**config.mk**
```make
export PLATFORM = sky130hd
export DESIGN_NAME = smds_div
export DESIGN_NICKNAME = d
export VERILOG_FILES = /design/src/smds_div.sv
export SDC_FILE = /design/constraint.sdc
export NUM_CORES = 1
export LEC_CHECK = 0
export BUFFER_PORTS_ARGS = -buffer_cell sky130_fd_sc_hd__buf_2
export CORE_ASPECT_RATIO = 1.75
export CORE_UTILIZATION = 55
export CTS_CLUSTER_SIZE = 40
export DETAILED_ROUTE_END_ITERATION = 12
export GPL_ROUTABILITY_DRIVEN = 1
export MAX_ROUTING_LAYER = met4
export PLACE_DENSITY = 0.95
export SLEW_MARGIN = 20
export SYNTH_ARGS = -nofsm -noshare
export SYNTH_HDL_FRONTEND = slang
export SYNTH_SLANG_ARGS = --single-unit
```
**constraint.sdc**
```tcl
create_clock -name i_clk -period 6.2 [get_ports i_clk]
set_input_delay 1.24 -clock i_clk [delete_from_list [all_inputs] [get_ports i_clk]]
set_output_delay 1.24 -clock i_clk [all_outputs]
set_load 0.1 [all_outputs]
```
**src/smds_div.sv**
```systemverilog
// ----------------------------------------------------------------------------
// smds_div - iterative unsigned restoring divider
// One quotient bit per cycle; done pulses once the quotient is settled.
// ----------------------------------------------------------------------------
`default_nettype none

module smds_div #(
    parameter int DVD_W = 40,
    parameter int DIV_W = 8
) (
    input  wire logic               i_clk,
    input  wire logic               i_rst_n,
    input  wire logic               i_start,
    input  wire logic [DVD_W-1:0]   i_dividend,
    input  wire logic [DIV_W-1:0]   i_divisor,
    output logic [DVD_W-1:0]        o_quotient,
    output logic                    o_done
);

    localparam int CNT_W = $clog2(DVD_W + 1);

    logic [DVD_W-1:0] r_quo;
    logic [DIV_W-1:0] r_rem;
    logic [DIV_W-1:0] r_dvs;
    logic [CNT_W-1:0] r_cnt;
    logic             r_busy;
    logic             r_done;

    logic [DIV_W:0]   w_shift;
    logic             w_fit;
    logic [DIV_W:0]   w_diff;

    assign w_shift = {r_rem, r_quo[DVD_W-1]};
    assign w_fit   = (w_shift >= {1'b0, r_dvs});
    assign w_diff  = w_shift - {1'b0, r_dvs};

    always_ff @(posedge i_clk) begin
        if (!i_rst_n) begin
            r_busy <= 1'b0;
            r_done <= 1'b0;
            r_cnt  <= '0;
        end else begin
            r_done <= 1'b0;
            if (i_start) begin
                r_busy <= 1'b1;
                r_cnt  <= CNT_W'(DVD_W);
            end else if (r_busy) begin
                r_cnt <= r_cnt - 1'b1;
                if (r_cnt == CNT_W'(1)) begin
                    r_busy <= 1'b0;
                    r_done <= 1'b1;
                end
            end
        end
    end

    always_ff @(posedge i_clk) begin
        if (i_start) begin
            r_quo <= i_dividend;
            r_rem <= '0;
            r_dvs <= i_divisor;
        end else if (r_busy) begin
            r_quo <= {r_quo[DVD_W-2:0], w_fit};
            r_rem <= w_fit ? w_diff[DIV_W-1:0] : w_shift[DIV_W-1:0];
        end
    end

    assign o_quotient = r_quo;
    assign o_done     = r_done;

endmodule

`default_nettype wire

```
---- Yosys cells after proc, flatten, opt, wreduce, memory -nomap -nowiden ----
Cells that the tools add are included.
W data, S select, Z words.
word-level totals
  register bits ........................... 64
  bits of input ports ..................... 51
  output and inout port bits .............. 41
  logic and storage cells ................. 25
operators by class
  add/sub/neg operators ................... 2
  magnitude comparators ................... 1
  equality and inequality tests ........... 1
  mux-type cells .......................... 9
  bitwise gates (word level) .............. 2
  reductions and logical operators ........ 3
operators with widths
  cell                   count
  $mux W40               2
  $mux W6                2
  $ge A9 B8 Y1           1
  $mux W8                1
  $sub A8 B8 Y8          1
  $eq A6 B1 Y1 const B   1
  $sub A6 B1 Y6 const B  1
  $mux W1                4
  $reduce_or A3 Y1       1
  $not A1 Y1             2
  $reduce_bool A2 Y1     1
  $reduce_or A2 Y1       1

---- Depth between registers and ports, before layout ----
  depth after elaboration ................. 4
  depth in mapped cells ................... 8
  mapped depth without buffers ............ 8

---- Worst setup path before layout ----
OpenSTA, ideal clock, no wires.
  path type ............................... input -> register
  start ................................... input i_start
  end ..................................... register r_quo[0], in the netlist o_quotient[0] (enable)
  library setup time ...................... 0.394 ns
  data arrival time ....................... 2.147 ns
  required time ........................... 5.806 ns
  path slack .............................. 3.658 ns
  stages .................................. 2
  path buffers ............................ 0
  cells stage by stage .................... nor2_1 > inv_1
on the way
  word-level cells in the longest chain between the ends .. 1
ends and longest elaborated chain
  element                       line  text
  start: declaration            13    input wire logic i_start,
  $reduce_bool A2 Y1 (no line)  n/a
  end signal: assignment        59    r_quo <= i_dividend;
  end signal: assignment        63    r_quo <= {r_quo[DVD_W-2:0], w_fit};
  end: declaration              22    logic [DVD_W-1:0] r_quo;
No other way between the ends.
A chain may end at the register's enable or synchronous reset.

---- Worst setup path after layout ----
  start ................................... input i_start
  end ..................................... register r_quo[23], in the netlist o_quotient[23] (enable)
Same word-level chain as after synthesis.

==> results.yml <==
clocking:
  cts_setup_buffers: 0
  cts-root-buf: "clkbuf_8"
  ctsHoldBuffers: 0
  numCtsBuffers: 9
  clockBufferDepth: 2
  post_cts_resized: 0
  cts_tree: "yes"
  clock_sinks: 64
  path_clk_slew_ns: 0.07
  h-tree-depth: 3
  insertion_delay_ns: 0.33
critical_path:
  regToRegSetupSlack_ns: 4.06
  cp-end-kind: "flip-flop"
  arrival_ns: 2.70
  critPathRequiredTime_ns: 6.17
  r2r-start: "r_dvs[6]"
  worstReg2RegEnd: "r_rem[1]"
  crit_path_max_fanout: 57
  worst_setup_path_start_kind: "primary input"
  worst_r2r_path_depth: 7
  critPathKind: "in2reg"
sta:
  fmax_mhz: 366
  fin_crit_sh_pct: 44.0
  setup_violations: 0
  drv_slew: 0
  tightestPinTransition_ns: 0.664
  min_period_ns: 2.73
  finalSetupTns_ns: 0
  skew_ns: 0.00630
  relSlewSlack_pct: 55.7
  rsz0062_at_grt: "false"
  hold_viol: 0
grt:
  grt_pass1_wl_um: 9590
  grt_max_degree: 58
  antenna_found_initial: 0
  track_usage_pct: 22.9
  grt_pass1_vias: 2115
  grt_overflow_total: 0
logic_synthesis:
  yosysSeqAreaShare_pct: 58.2
  ys_types: 42
  yosys_warnings: 0
  synth_edf_count: 48
  syn_avg_cell_area_um2: 13.5
  synth_ff_type: "edfxtp_1"
  synth-seq-cells: 64
  synth_cells: 224
  async_reset_ff_share_pct: 0
  netlist_area_mm2: 0.00303
  syn_nets: 286
worst_hold_path:
  min_from: "r_rem[6]"
  hold_path_depth: 2
  hp-class: "reg2reg"
  holdPathEnd: "r_rem[6]"
detailed_routing:
  first_pass_iters: 5
  finalWirelength_um: 6060
  ant_nets: 0
  wl_per_cell_um: 15.1
  drt_iter0_drc: 114
  num_vias: 2111
  avgViaCountPerCell: 5.28
  route.detailed.drc: 0
cells_and_area:
  num_antenna_cells: 0
  drive_above_1_share_pct: 47.9
  multi_input_area_mm2: 0.00118
  fin_util_pct: 71.2
  mostFrequentLayoutCell: "buf_2"
  fillerInstances: 359
  final-seq-area_mm2: 0.00176
  mostFrequentLayoutCells: "buf_2, edfxtp_1, mux2_2, nor2_1, dfxtp_1"
  syn_to_final_growth_pct: 24.6
  num-nets-final: 383
floorplanning:
  start_util_pct: 57.1
  die_w_um: 58.1
  die_area_mm2: 0.00582
  core_area_mm2: 0.00530
  die-height_um: 100
  io_pins: 92
  row_count: 35
outcome:
  status: "finished clean"
placed_design:
  gp_congestion: 0.883
  portBuffers: 91
  hpwlAfterDp_um: 4480
pwr:
  power_density_mw_per_mm2: 335
  vdd_drop_max_v: 0.000263
  p_leak_nw: 1.59
flow_run:
  maxCapViolCount: 0
## final cells by class
class / count / share of cell area (%)
repair buffers: 93 / 12.5
well taps: 74 / 2.45
flip-flops and latches: 64 / 46.7
clock inverters: 7 / 2.55
multi-input cells: 140 / 31.3
clock buffers: 9 / 3.28
inverters: 13 / 1.29
## state kept, by name (all words and copies together), names as in the netlist
register and cells:
o_done 1, o_quotient 40, r_rem 8, r_cnt 6
r_busy 1, r_dvs 8
## how the worst max path moves through the flow
stage	startpoint	to	slack, ns
6_report	i_start	o_quotient[23]	3.47
5_1_grt	i_start	o_quotient[3]	3.33
4_1_cts	i_start	o_quotient[39]	3.46
3_5_place_dp	i_start	o_quotient[33]	3.11
3_3_place_gp	i_start	o_quotient[28]	3.19
2_1_floorplan	i_start	o_quotient[0]	3.66
## cells in the mapped netlist, drive strengths merged (2+ instances only)
master,n,area (µm²)
inv,13,48.8
nand2b,5,31.3
xnor2,4,35.0
nor2,18,67.6
nor3,2,10.0
buf,6,33.8
a211oi,4,35.0
a21o,3,22.5
edfxtp,48,1440
mux2,40,450
o21a,2,15.0
xor2,6,52.6
ha,10,125
dfxtp,16,320
nand2,11,41.3
o21ai,5,28.8
a21oi,5,25.0
nor2b,2,12.5
nand3,3,20.0
mux2i,4,40.0
## metrics by stage
stage          cells  total power [mW]  hold slack (ns)  setup slack, ns  instance area [µm²]
3_3_place_gp     384             0.881            0.479             3.19                 3550
3_5_place_dp     384             0.887            0.485             3.11                 3550
5_1_grt          400              1.30            0.526             3.33                 3770
6_report         400              1.26            0.500             3.47                 3770
4_1_cts          400              1.27            0.494             3.46                 3770
2_1_floorplan    224             0.824            0.453             3.66                 3030
## cell families after synthesis
family | after synthesis | share of synthesized area [%]
flops | 64 | 58.2
compound gates | 27 | 7.15
xor+xnor | 10 | 2.89
buf+inv | 20 | 2.85
fa+ha+maj | 11 | 4.79
simple gates | 48 | 7.93
mux | 44 | 16.2
## critical path, cell delays in order
cell and delay (ns):
buf_2 0.08, buf_4 0.52, nor2_1 0.29, inv_1 0.11
buf_4 0.43
## power by group
group | total (mW) | internal [mW] | switching [mW] | leakage [nW]
sequential | 0.530 | 0.507 | 0.0225 | 0.612
combinational | 0.349 | 0.0795 | 0.270 | 0.877
clock | 0.384 | 0.226 | 0.158 | 0.103
## layer usage
metal / track usage [%] / up-vias / part of all wire (%)
met1: 26.0 / 1005 / 38
met3: 5.15 / 16 / 5.2
met4: 12.1 / 0 / 3.1
met2: 37.3 / 77 / 54
li1: - / 1013 / -
met5: - / - / 0
Note: power is estimated with default switching activity, not from simulation.
