==> config.mk <==
export PLATFORM = sky130hd
export DESIGN_NAME = smds_mul
export DESIGN_NICKNAME = d
export VERILOG_FILES = /design/src/smds_pkg.sv /design/src/smds_mul.sv
export SDC_FILE = /design/constraint.sdc
export NUM_CORES = 2
export LEC_CHECK = 0
export BUFFER_PORTS_ARGS = -buffer_cell sky130_fd_sc_hd__buf_4
export CORE_ASPECT_RATIO = 0.75
export CORE_MARGIN = 5
export CORE_UTILIZATION = 65
export DETAILED_ROUTE_END_ITERATION = 12
export GPL_ROUTABILITY_DRIVEN = 1
export PLACE_DENSITY_LB_ADDON = 0.15
export SYNTH_ARGS = -nofsm -noshare
export SYNTH_HDL_FRONTEND = slang
export SYNTH_SLANG_ARGS = --single-unit
export TNS_END_PERCENT = 100
==> constraint.sdc <==
create_clock -name i_clk -period 11.8 [get_ports i_clk]
set_input_delay 0.59 -clock i_clk [delete_from_list [all_inputs] [get_ports i_clk]]
set_output_delay 0.59 -clock i_clk [all_outputs]
set_load 0.02 [all_outputs]
==> src/smds_pkg.sv <==
// ----------------------------------------------------------------------------
// smds_pkg - shared types and constants for the stroke smoother
// Widths, register indices, sequencer states and the 32-bit clamp.
// ----------------------------------------------------------------------------
`default_nettype none

package smds_pkg;

    localparam int POS_W  = 32;    // Q16.16 coordinate
    localparam int INV_W  = 24;    // Q8.16 inverse mass
    localparam int DRAG_W = 17;    // Q1.16 drag; above 1.0 acts as 1.0
    localparam int STEP_W = 5;     // sub-step count register
    localparam int CFG_W  = 24;    // widest register
    localparam int MA_W   = 34;    // multiplier operand A, signed
    localparam int MB_W   = 25;    // multiplier operand B, signed
    localparam int PROD_W = MA_W + MB_W;

    typedef logic [1:0] t_cfg_idx;

    localparam t_cfg_idx CFG_INV_MASS  = 2'd0;
    localparam t_cfg_idx CFG_DRAG      = 2'd1;
    localparam t_cfg_idx CFG_SUB_STEPS = 2'd2;

    localparam logic [INV_W-1:0]  INV_MASS_RST  = 24'd65536;
    localparam logic [DRAG_W-1:0] DRAG_RST      = 17'd0;
    localparam logic [STEP_W-1:0] SUB_STEPS_RST = 5'd16;

    localparam logic [DRAG_W-1:0] Q16_ONE  = 17'h10000;
    localparam logic signed [31:0] Q16_HALF = 32'sd32768;

    typedef enum logic [3:0] {
        ST_IDLE,
        ST_LD_A,
        ST_MUL_A,
        ST_SAT_A,
        ST_LD_V,
        ST_MUL_V,
        ST_SAT_V,
        ST_LD_N,
        ST_MUL_N,
        ST_NUM,
        ST_DVD,
        ST_DIV,
        ST_ACC,
        ST_VEL,
        ST_POS,
        ST_EMIT
    } t_state;

    // Clamp a wide signed value to the signed 32-bit range
    function automatic logic signed [31:0] f_sat32(input logic signed [63:0] v);
        logic signed [31:0] r;
        if (v > 64'sd2147483647) begin
            r = 32'sh7FFF_FFFF;
        end else if (v < -64'sd2147483648) begin
            r = 32'sh8000_0000;
        end else begin
            r = v[31:0];
        end
        return r;
    endfunction

endpackage

`default_nettype wire

==> src/smds_mul.sv <==
// ----------------------------------------------------------------------------
// smds_mul - registered signed multiplier
// One product per cycle, shared by every scaling step of the sequencer.
// ----------------------------------------------------------------------------
`default_nettype none

module smds_mul (
    input  wire logic                                   i_clk,
    input  wire logic signed [smds_pkg::MA_W-1:0]       i_a,
    input  wire logic signed [smds_pkg::MB_W-1:0]       i_b,
    output logic signed [smds_pkg::PROD_W-1:0]          o_p
);

    always_ff @(posedge i_clk) begin
        o_p <= smds_pkg::PROD_W'(i_a) * smds_pkg::PROD_W'(i_b);
    end

endmodule

`default_nettype wire

# Word level (Yosys, flattened, before mapping)
# Cells that the tools add are included.
# W data, S select, Z words.
# totals
reg_bits	59
inputBits	60
out_inout_bits	59
elab_cells	2
# classes
multipliers	1
# op_table
cell	count
$mul A34 B25 Y59	1

# Depth between registers and ports, before layout
# logic_depth
ltp_word	1
depth_mapped	27
mapped_depth_nobuf	25

# Least setup slack after synthesis
# Ideal clock, no wire load.
# synth_timing
path_type	input to register
from	input i_a[33] in the netlist's numbering
to	register o_p[56] in the netlist's numbering
setup_time_ns	0.072
arrival_time_ns	6.669
t_required_ns	11.728
setup_slack_ns	5.059
stages	23
n_path_buf	2
cell_sequence	clkbuf_1 > nand2_1 > inv_1 > fa_1 > fa_1 > inv_1 > fa_1 > inv_1 > fa_1 > fa_1 > fa_1 > inv_1 > fa_1 > inv_1 > ha_1 > clkbuf_1 > a21oi_1 > o21ai_0 > or3_1 > nor3_2 > o31ai_4 > a221oi_2 > xnor2_1
# synth_between
elab_chain_len	1
# synth_lines
item	line_no	source
from (decl)	smds_mul.sv:9	input wire logic signed [smds_pkg::MA_W-1:0] i_a,
$mul A34 B25 Y59	smds_mul.sv:15	o_p <= smds_pkg::PROD_W'(i_a) * smds_pkg::PROD_W'(i_b);
to (signal assigned)	smds_mul.sv:15	
to (decl)	smds_mul.sv:11	output logic signed [smds_pkg::PROD_W-1:0] o_p
# Every way passes these cells.

# Worst setup path in the final report
# layout_timing
from	input i_b[1] in the netlist's numbering
to	register o_p[57] in the netlist's numbering
# layout_between
elab_chain_len	1
# layout_lines
item	line_no	source
from (decl)	smds_mul.sv:10	input wire logic signed [smds_pkg::MB_W-1:0] i_b,
$mul A34 B25 Y59	smds_mul.sv:15	
# Every way passes these cells.

==> run metrics <==
Register Area 1180 µm²; Warnings, synthesis 0; root buf cell clkbuf_16; die area 52100 µm²; multi-input combinational cell area 26100 µm²; Crit Path Category in -> reg; hpwl dp 70400 µm; # setup viols final 0; design area roughly 32000 µm²; most frequent cells after synthesis fa_1 (865), inv_1 (810), nand2_1 (431), and2_1 (425), ha_1 (159); clock sinks 59; post-DR vias/cell around 5.7; pin count of the biggest net entering global routing 36; maximum clock frequency between 100 and 150 MHz; Seq cells post-synth 59; Synth area leader fa_1; hold slack 709 ps; number of synthesized flops with an enable pin 0; Rel. slew slack roughly a third; Row Count 69; first-pass GRT wire length 138000 µm; ANT nets after route 0; Initial Util 65.5%; Hold EP o_p[0]$_DFF_P_; Synth cell types between 60 and 70; layout cells sized above 1 under 10%; Area Overhead vs Synth 4.43%; period utilization 61.6%; number of I/O pins around 120; DR pass1 iterations 6; GRT overflow 0; synth top area cells fa_1 (56%), inv_1 (9.8%), and2_1 (8.6%), ha_1 (6.4%), nand2_1 (5.2%); Worst Setup End Kind flip-flop; RSZ-0062 raised after global routing no; Post-Synthesis Cell Area between 30000 and 40000 µm²; Syn Inst Count 3272; H-tree lvl count 3; Nets 4323; Final Wtd Congestion 0.979; All-Layer GR Usage 34.9%; actual slew at the worst max-slew pin 978 ps; CTS tree built; PortBufs ~120; Final Hold Vio Count 0; DRT Wirelength 85500 µm; max reg flops 59; M1 WL 35400 µm; post-synth top area share 56.0%; run status completed; DP Area 32000 µm²; Worst Path Max Fanout 34; top-count cell post-synth fa_1; Die Height a little under 200 µm; Layout fillers 3715; CTS Hold Bufs 0; die width 262 µm; Resize count post-CTS 0; cts bufs inserted 9; Slew Viols, Final 0; sequential-to-total area share from yosys stat 3.82%; maximum root-to-sink buffer count 2; Worst EP required 12050 ps; DRC Markers 0; Max-Cap Viols 0; worst hold path class in -> reg; Post-synth top flop dfxtp_1; Final min period 7270 ps; WP data arrival roughly 7500 ps; vias in the first global route 23900; Top reg by flops o_p; highest metal used met4; Hold Crit Start i_a[0]; Wirelength per Cell between 20 and 25 µm; Syn Nets 4356; Core ar. 47200 µm²; via count approximately 22000; routed wl met3 14700 µm; met2 WL 34200 µm; Initial DRC Count 2201; Setup Buffers After CTS 0; initial antenna violation count 0; setup TNS 0 ps; Startpoint Class input pin; final core occ 68.4%; Async SR Flop Fraction 0%; largest registers o_p x59; hold path depth 2; Synth Area per Inst 9.45 µm²; Worst-path clk slew around 60 ps
## worst max path at each step
stage / start / end / slack (ps) / depth (start not counted)
CTS: i_b[1] / o_p[57]$_DFF_P_ / 4580 / 23
global placement: i_b[2] / o_p[57]$_DFF_P_ / 4370 / 23
floorplan: i_a[33] / o_p[56]$_DFF_P_ / 5060 / 23
finish: i_b[1] / o_p[57]$_DFF_P_ / 4530 / 23
global route: i_b[1] / o_p[57]$_DFF_P_ / 4250 / 23
detailed placement: i_b[1] / o_p[57]$_DFF_P_ / 4240 / 23
## routing by layer
metal | GRT usage [%] | vias to the layer above
li1 | - | 9260
met1 | 52.3 | 11300
met3 | 18.9 | 122
met4 | 4.51 | 0
met5 | 0 | -
met2 | 46.5 | 1352
## logic make-up (layout without fill, tap and decap cells)
group	after synthesis	after routing	synth area share, %
compound gates	173	173	3.88
flops	59	59	3.82
mux	1	1	0.0364
other cells	0	1	0
xor+xnor	67	67	1.90
simple gates	975	975	16.1
fa+ha+maj	1024	1024	62.4
buf+inv	973	945	11.8
## cells in the final DEF (no fill, tap or decap), types with 2 or more instances in the layout
cell type	instances
inv_1	810
fa_1	865
nand2b_1	11
a211oi_1	2
o21ai_0	12
o21bai_1	13
o21a_1	5
dfxtp_1	59
a21o_1	22
o211ai_1	6
or3_1	4
xnor2_1	52
nor3_1	4
and3_1	14
clkbuf_16	9
a21boi_1	3
nor4_1	2
clkinv_2	3
nand2_1	431
nor2b_1	31
a211oi_2	2
and2_1	425
xor2_1	15
nand3_1	9
a221oi_2	2
nor2_1	24
ha_1	159
a31oi_1	10
a22o_1	2
and4_1	3
a21oi_1	56
nor3_2	2
buf_4	118
a221oi_1	4
nand4_1	7
o31ai_2	3
o21ai_1	12
## per-stage QoR
step                setup slack [ps]  cells
finish                          4530   3884
global route                    4250   3883
CTS                             4580   3883
detailed placement              4240   3867
global placement                4370   3867
floorplan                       5060   3272
## critical path, stage by stage
cell and delay [ps]:
buf_4 320, nand2_1 160, inv_1 150, fa_1 550, fa_1 500, fa_1 1100
inv_1 360, fa_1 570, inv_1 50, fa_1 530, inv_1 60, fa_1 500
inv_1 50, ha_1 410, nand2_1 130, o21ai_0 330, nor2_1 110, o2111ai_1 100
a31oi_1 90, nor3_2 330, a31oi_1 130, a31oi_1 180, xor2_1 220
## area by class of cell
type	count	share of cell area, %
diodes	1	0.00775
clock buffers	11	0.752
clock inverters	5	0.163
inverters	811	9.42
multi-input cells	2240	80.8
flip-flops and latches	59	3.66
well taps	639	2.48
repair buffers	118	2.74
Power is not shown: default switching activity piles up to over one toggle a cycle in this logic, so the estimate is an artifact.
