--- config.mk ---
export PLATFORM = sky130hd
export DESIGN_NAME = smds_sadd
export DESIGN_NICKNAME = d
export VERILOG_FILES = /design/src/smds_pkg.sv /design/src/smds_sadd.sv
export SDC_FILE = /design/constraint.sdc
export NUM_CORES = 1
export LEC_CHECK = 0
export BUFFER_PORTS_ARGS = -buffer_cell sky130_fd_sc_hd__buf_4
export CAP_MARGIN = 20
export CORE_ASPECT_RATIO = 1.5
export CORE_UTILIZATION = 41
export DETAILED_ROUTE_END_ITERATION = 10
export MAX_ROUTING_LAYER = met4
export PLACE_DENSITY = 0.8
export SLEW_MARGIN = 40
export SYNTH_ARGS = -nofsm -noshare
export SYNTH_HDL_FRONTEND = slang
export SYNTH_SLANG_ARGS = --single-unit
--- constraint.sdc ---
create_clock -name vclk -period 4.1
set_input_delay 0.82 -clock vclk [all_inputs]
set_output_delay 0.82 -clock vclk [all_outputs]
set_load 0.01 [all_outputs]
--- src/smds_pkg.sv ---
// ----------------------------------------------------------------------------
// smds_pkg - shared types and constants for the stroke smoother
// Widths, register indices, sequencer states and the 32-bit clamp.
// ----------------------------------------------------------------------------
`default_nettype none

package smds_pkg;

    localparam int POS_W  = 32;    // Q16.16 coordinate
    localparam int INV_W  = 24;    // Q8.16 inverse mass
    localparam int DRAG_W = 17;    // Q1.16 drag; above 1.0 acts as 1.0
    localparam int STEP_W = 5;     // sub-step count register
    localparam int CFG_W  = 24;    // widest register
    localparam int MA_W   = 34;    // multiplier operand A, signed
    localparam int MB_W   = 25;    // multiplier operand B, signed
    localparam int PROD_W = MA_W + MB_W;

    typedef logic [1:0] t_cfg_idx;

    localparam t_cfg_idx CFG_INV_MASS  = 2'd0;
    localparam t_cfg_idx CFG_DRAG      = 2'd1;
    localparam t_cfg_idx CFG_SUB_STEPS = 2'd2;

    localparam logic [INV_W-1:0]  INV_MASS_RST  = 24'd65536;
    localparam logic [DRAG_W-1:0] DRAG_RST      = 17'd0;
    localparam logic [STEP_W-1:0] SUB_STEPS_RST = 5'd16;

    localparam logic [DRAG_W-1:0] Q16_ONE  = 17'h10000;
    localparam logic signed [31:0] Q16_HALF = 32'sd32768;

    typedef enum logic [3:0] {
        ST_IDLE,
        ST_LD_A,
        ST_MUL_A,
        ST_SAT_A,
        ST_LD_V,
        ST_MUL_V,
        ST_SAT_V,
        ST_LD_N,
        ST_MUL_N,
        ST_NUM,
        ST_DVD,
        ST_DIV,
        ST_ACC,
        ST_VEL,
        ST_POS,
        ST_EMIT
    } t_state;

    // Clamp a wide signed value to the signed 32-bit range
    function automatic logic signed [31:0] f_sat32(input logic signed [63:0] v);
        logic signed [31:0] r;
        if (v > 64'sd2147483647) begin
            r = 32'sh7FFF_FFFF;
        end else if (v < -64'sd2147483648) begin
            r = 32'sh8000_0000;
        end else begin
            r = v[31:0];
        end
        return r;
    endfunction

endpackage

`default_nettype wire

--- src/smds_sadd.sv ---
// ----------------------------------------------------------------------------
// smds_sadd - saturating adder
// Adds a wide signed step to a 32-bit value and clamps to 32 bits.
// ----------------------------------------------------------------------------
`default_nettype none

module smds_sadd #(
    parameter int B_W = 41
) (
    input  wire logic signed [31:0]     i_a,
    input  wire logic signed [B_W-1:0]  i_b,
    output logic signed [31:0]          o_sum
);

    localparam int SUM_W = B_W + 1;

    logic signed [SUM_W-1:0] w_sum;

    assign w_sum = SUM_W'(i_a) + SUM_W'(i_b);
    assign o_sum = smds_pkg::f_sat32(64'(w_sum));

endmodule

`default_nettype wire

==> results of run 1 <==
what timing repair did:
action                     CTS
gates resized for setup     59
setup endpoints to repair   32
buffers inserted             8
pin swaps                    1
cloned                       2
stage by stage:
step	worst slack, ns	instance area (um2)	cells	setup TNS, ns
2_1_floorplan	-0.127	3300	392	-3.51
3_3_place_gp	-0.678	5080	685	-20.08
3_5_place_dp	-0.718	5080	685	-21.30
4_1_cts	-0.529	5460	695	-15.51
cells by family after synthesis:
family | share of synthesized area
and+or+nand+nor | 0.213
muxes | 0.00377
adders and majority gates | 0.201
xor gates and xnor gates | 0.128
AOI/OAI and AO/OA | 0.406
buffers and inverters | 0.0476
per-layer routing:
| metal | GRT overflow | GRT usage |
|---|---|---|
| met1 | 1 | 0.663 |
| met3 | 1 | 0.537 |
| met4 | 21 | 0.809 |
| met5 | - | - |
| met2 | 30 | 0.912 |
==> impl_metrics.ini, run 1 <==
[outcome]
firstError = [ERROR GRT-0232] Routing congestion too high. Check the congestion heatmap in the GUI.
status = stopped before the end
stop_stage = 5_1_grt

[floorplan]
die_w_um = 67.7
start_util = 0.430
num_rows = 35
io_pins = 105
die_y_um = 101

[synthesis]
synth.net_count = 507
synth_cell_types = 57
synth_common_cells = a21oi_1, nand2_1, ha_1
syn_avg_cell_area_um2 = 6.77
synthCells = 392
synth_most_common_cell = a21oi_1
netlist.area_leader.share = 0.193
synth_seq_area_share = 0
synthTopCellsByArea = ha_1, a21oi_1, xnor2_1
ys_warn_count = 0
synth_area_mm2 = 0.00265
yosysTopAreaCell = ha_1

[global_routing]
grt_max_degree = 13
grt-ovfl-total = 53
track_usage = 0.734

[placement]
dpl.hpwl_mm = 9.53
io_buffers = 105
gp_congestion = 1.01

[clock_network]
holdBufCountCts = 0

[timing]
endpoint_type = primary output
worst_endpoint = o_sum[22]
==> inputs of run 2 (changes only) <==
--- a/config.mk
+++ b/config.mk
@@ -7,11 +7,9 @@
 export LEC_CHECK = 0
 export BUFFER_PORTS_ARGS = -buffer_cell sky130_fd_sc_hd__buf_4
 export CAP_MARGIN = 20
-export CORE_ASPECT_RATIO = 1.5
-export CORE_UTILIZATION = 41
+export CORE_UTILIZATION = 26
 export DETAILED_ROUTE_END_ITERATION = 10
-export MAX_ROUTING_LAYER = met4
-export PLACE_DENSITY = 0.8
+export PLACE_DENSITY_LB_ADDON = 0.15
 export SLEW_MARGIN = 40
 export SYNTH_ARGS = -nofsm -noshare
 export SYNTH_HDL_FRONTEND = slang
==> constraint.sdc (replaced) <==
create_clock -name vclk -period 5.33
set_input_delay 1.066 -clock vclk [all_inputs]
set_output_delay 1.066 -clock vclk [all_outputs]
set_load 0.01 [all_outputs]
==> run 2 against run 1 <==
The flow now finishes without violations. Synthesized area stayed put. Synthesized cell count unchanged.
==> impl_metrics.ini, run 2 <==
[routing]
first_pass_iters = 4
drc = 0
dr_wl_met2_mm = 4.89
routed_wl_mm = 10.1
via_count = 3549
met3_wirelength_um = 417
wl_per_cell_um = 14.7
drtAntennaViolNets = 0
drt-initial-drc-count = 111
via_per_inst = 5.18
wl_met1_mm = 4.67
routed.top_layer = met4

[synthesis]
synth_common_cells = a21oi_1, nand2_1, ha_1
synth_area_mm2 = 0.00265
netlist.area_leader.share = 0.193
synth.net_count = 507
syn_avg_cell_area_um2 = 6.77
synth_cell_types = 57
synth_seq_area_share = 0
synth_most_common_cell = a21oi_1
ys_warn_count = 0
synthTopCellsByArea = ha_1, a21oi_1, xnor2_1
yosysTopAreaCell = ha_1
synthCells = 392

[worst_setup_path]
crit_chain = buf_4 -> ha_1 -> buf_6 -> a21oi_4 -> nand2_2 -> o21ai_4 -> a31oi_1 -> a2111oi_2 -> buf_4 -> o21bai_4 -> xnor2_2 -> nand4_1 -> o41ai_4 -> buf_6 -> buf_4 -> o21ai_2 -> buf_4
crit_required_ns = 4.26
worstSetupEndpointType = output pin
cp_slowest_cell = o41ai_4
cpMostUsedCell = buf_4
slowest_delay_ns = 0.38
crit_path_start_kind = input port
cp_max_fo = 5
critPathArrivalTime_ns = 4.22
crit_buf_inv = 6
worst-setup-path-type = in2out
crit_family = compound AO/OA/AOI/OAI gates

[global_routing]
grt_pass1_wl_mm = 14.7
antenna_found_initial = 0
grt-ovfl-total = 0
track_usage = 0.167
grt_pass1_vias = 3215
grt_max_degree = 14

[final_layout]
area_growth_pct = 77.4
n_antenna_cell = 0
mostFrequentLayoutCells = buf_4, a21oi_1, nand2_1, ha_1, nor2_1
nFlopsAndLatches = 0
clkbuf_count = 0
fill_cells = 1008
final_core_util = 0.479
final_nets = 669
multi_input_comb_area_mm2 = 0.00312
layout_commonest_cell = buf_4
regArea_um2 = 0
drive_above_1_share = 0.487

[outcome]
status = complete, no violations

[timing]
post-route-period-util = 0.993
maxSlewViolCount = 0
hold_viol_final = 0
fin_crit_ns = 5.29
final-setup-viol-count = 0
holdWs_ns = 2.60
slew_headroom = 0.721
worstMarginPinSlew_ns = 0.413
fmax_mhz = 189
fin_tns_setup_ns = 0

[floorplan]
start_util = 0.270
io_pins = 105
die_w_um = 103
num_rows = 36
dieArea_mm2 = 0.0106
die_y_um = 103
coreArea_mm2 = 0.00982

[placement]
dpl.hpwl_mm = 7.93
io_buffers = 105
gp_congestion = 0.887

[power_and_ir_drop]
leakagePower_nw = 1.97
vdd_ir_drop_max_mv = 0.0547
p_per_area_mw_per_mm2 = 142

[hold_path]
hold_end = o_sum[0]
hp-start = i_b[0]
hold_class = in2out
hold_depth = 5

[flow_run]
max_cap_violations = 0
run 2: logic make-up (layout without fill, tap and decap cells):
kind of cell / Yosys count / after routing / synth area share
compound gates: 169 / 169 / 0.406
xor+xnor: 38 / 38 / 0.128
fa+ha+maj: 42 / 42 / 0.201
buf+inv: 27 / 187 / 0.0476
mux: 1 / 1 / 0.00377
simple gates: 115 / 115 / 0.213
run 2: worst max-delay path by stage:
| stage | startpoint | to | slack [ns] | cells after the start |
|---|---|---|---|---|
| 3_5_place_dp | i_a[0] | o_sum[11] | -0.23 | 16 |
| 4_1_cts | i_a[6] | o_sum[21] | 0.01 | 14 |
| 6_report | i_a[7] | o_sum[22] | 0.04 | 17 |
| 3_3_place_gp | i_a[0] | o_sum[15] | -0.20 | 16 |
| 5_1_grt | i_a[17] | o_sum[22] | -0.09 | 15 |
| 2_1_floorplan | i_a[25] | o_sum[10] | 0.38 | 13 |
run 2: per-layer routing:
metal,vias to the layer above,track usage
li1,1807,-
met1,1650,0.238
met2,86,0.287
met3,6,0.00339
met4,0,0.0195
met5,-,0
run 2: power breakdown:
group	internal, mW	switching (mW)
combinational	0.324	0.346
clock	0	0
sequential	0	0
total	0.324	0.346
run 2: area by class of cell:
class | count | share of cell area
repair buffers | 173 | 0.291
inverters | 14 | 0.0117
multi-input cells | 365 | 0.662
well taps | 133 | 0.0354
run 2: stage by stage:
stage	setup WS [ns]	instances	cell area, um2	power, mW
after floorplan	0.381	392	2650	0.320
after global placement	-0.198	663	3890	0.536
after detailed placement	-0.228	663	3890	0.535
after CTS	0.0105	672	4000	0.548
after global routing	-0.0864	685	4710	0.728
final	0.0394	685	4710	0.670
run 2: what timing repair did:
| action | CTS | global route |
|---|---|---|
| endpoints found under the setup margin | 31 | 31 |
| hold buffers | 0 | 0 |
| gates resized for setup | 9 | 112 |
| endpoints found under the hold margin | 0 | 0 |
| pin swaps | 7 | 54 |
| setup buffers | 9 | 10 |
| gates cloned | 0 | 3 |
(Power assumes the default switching activity.)
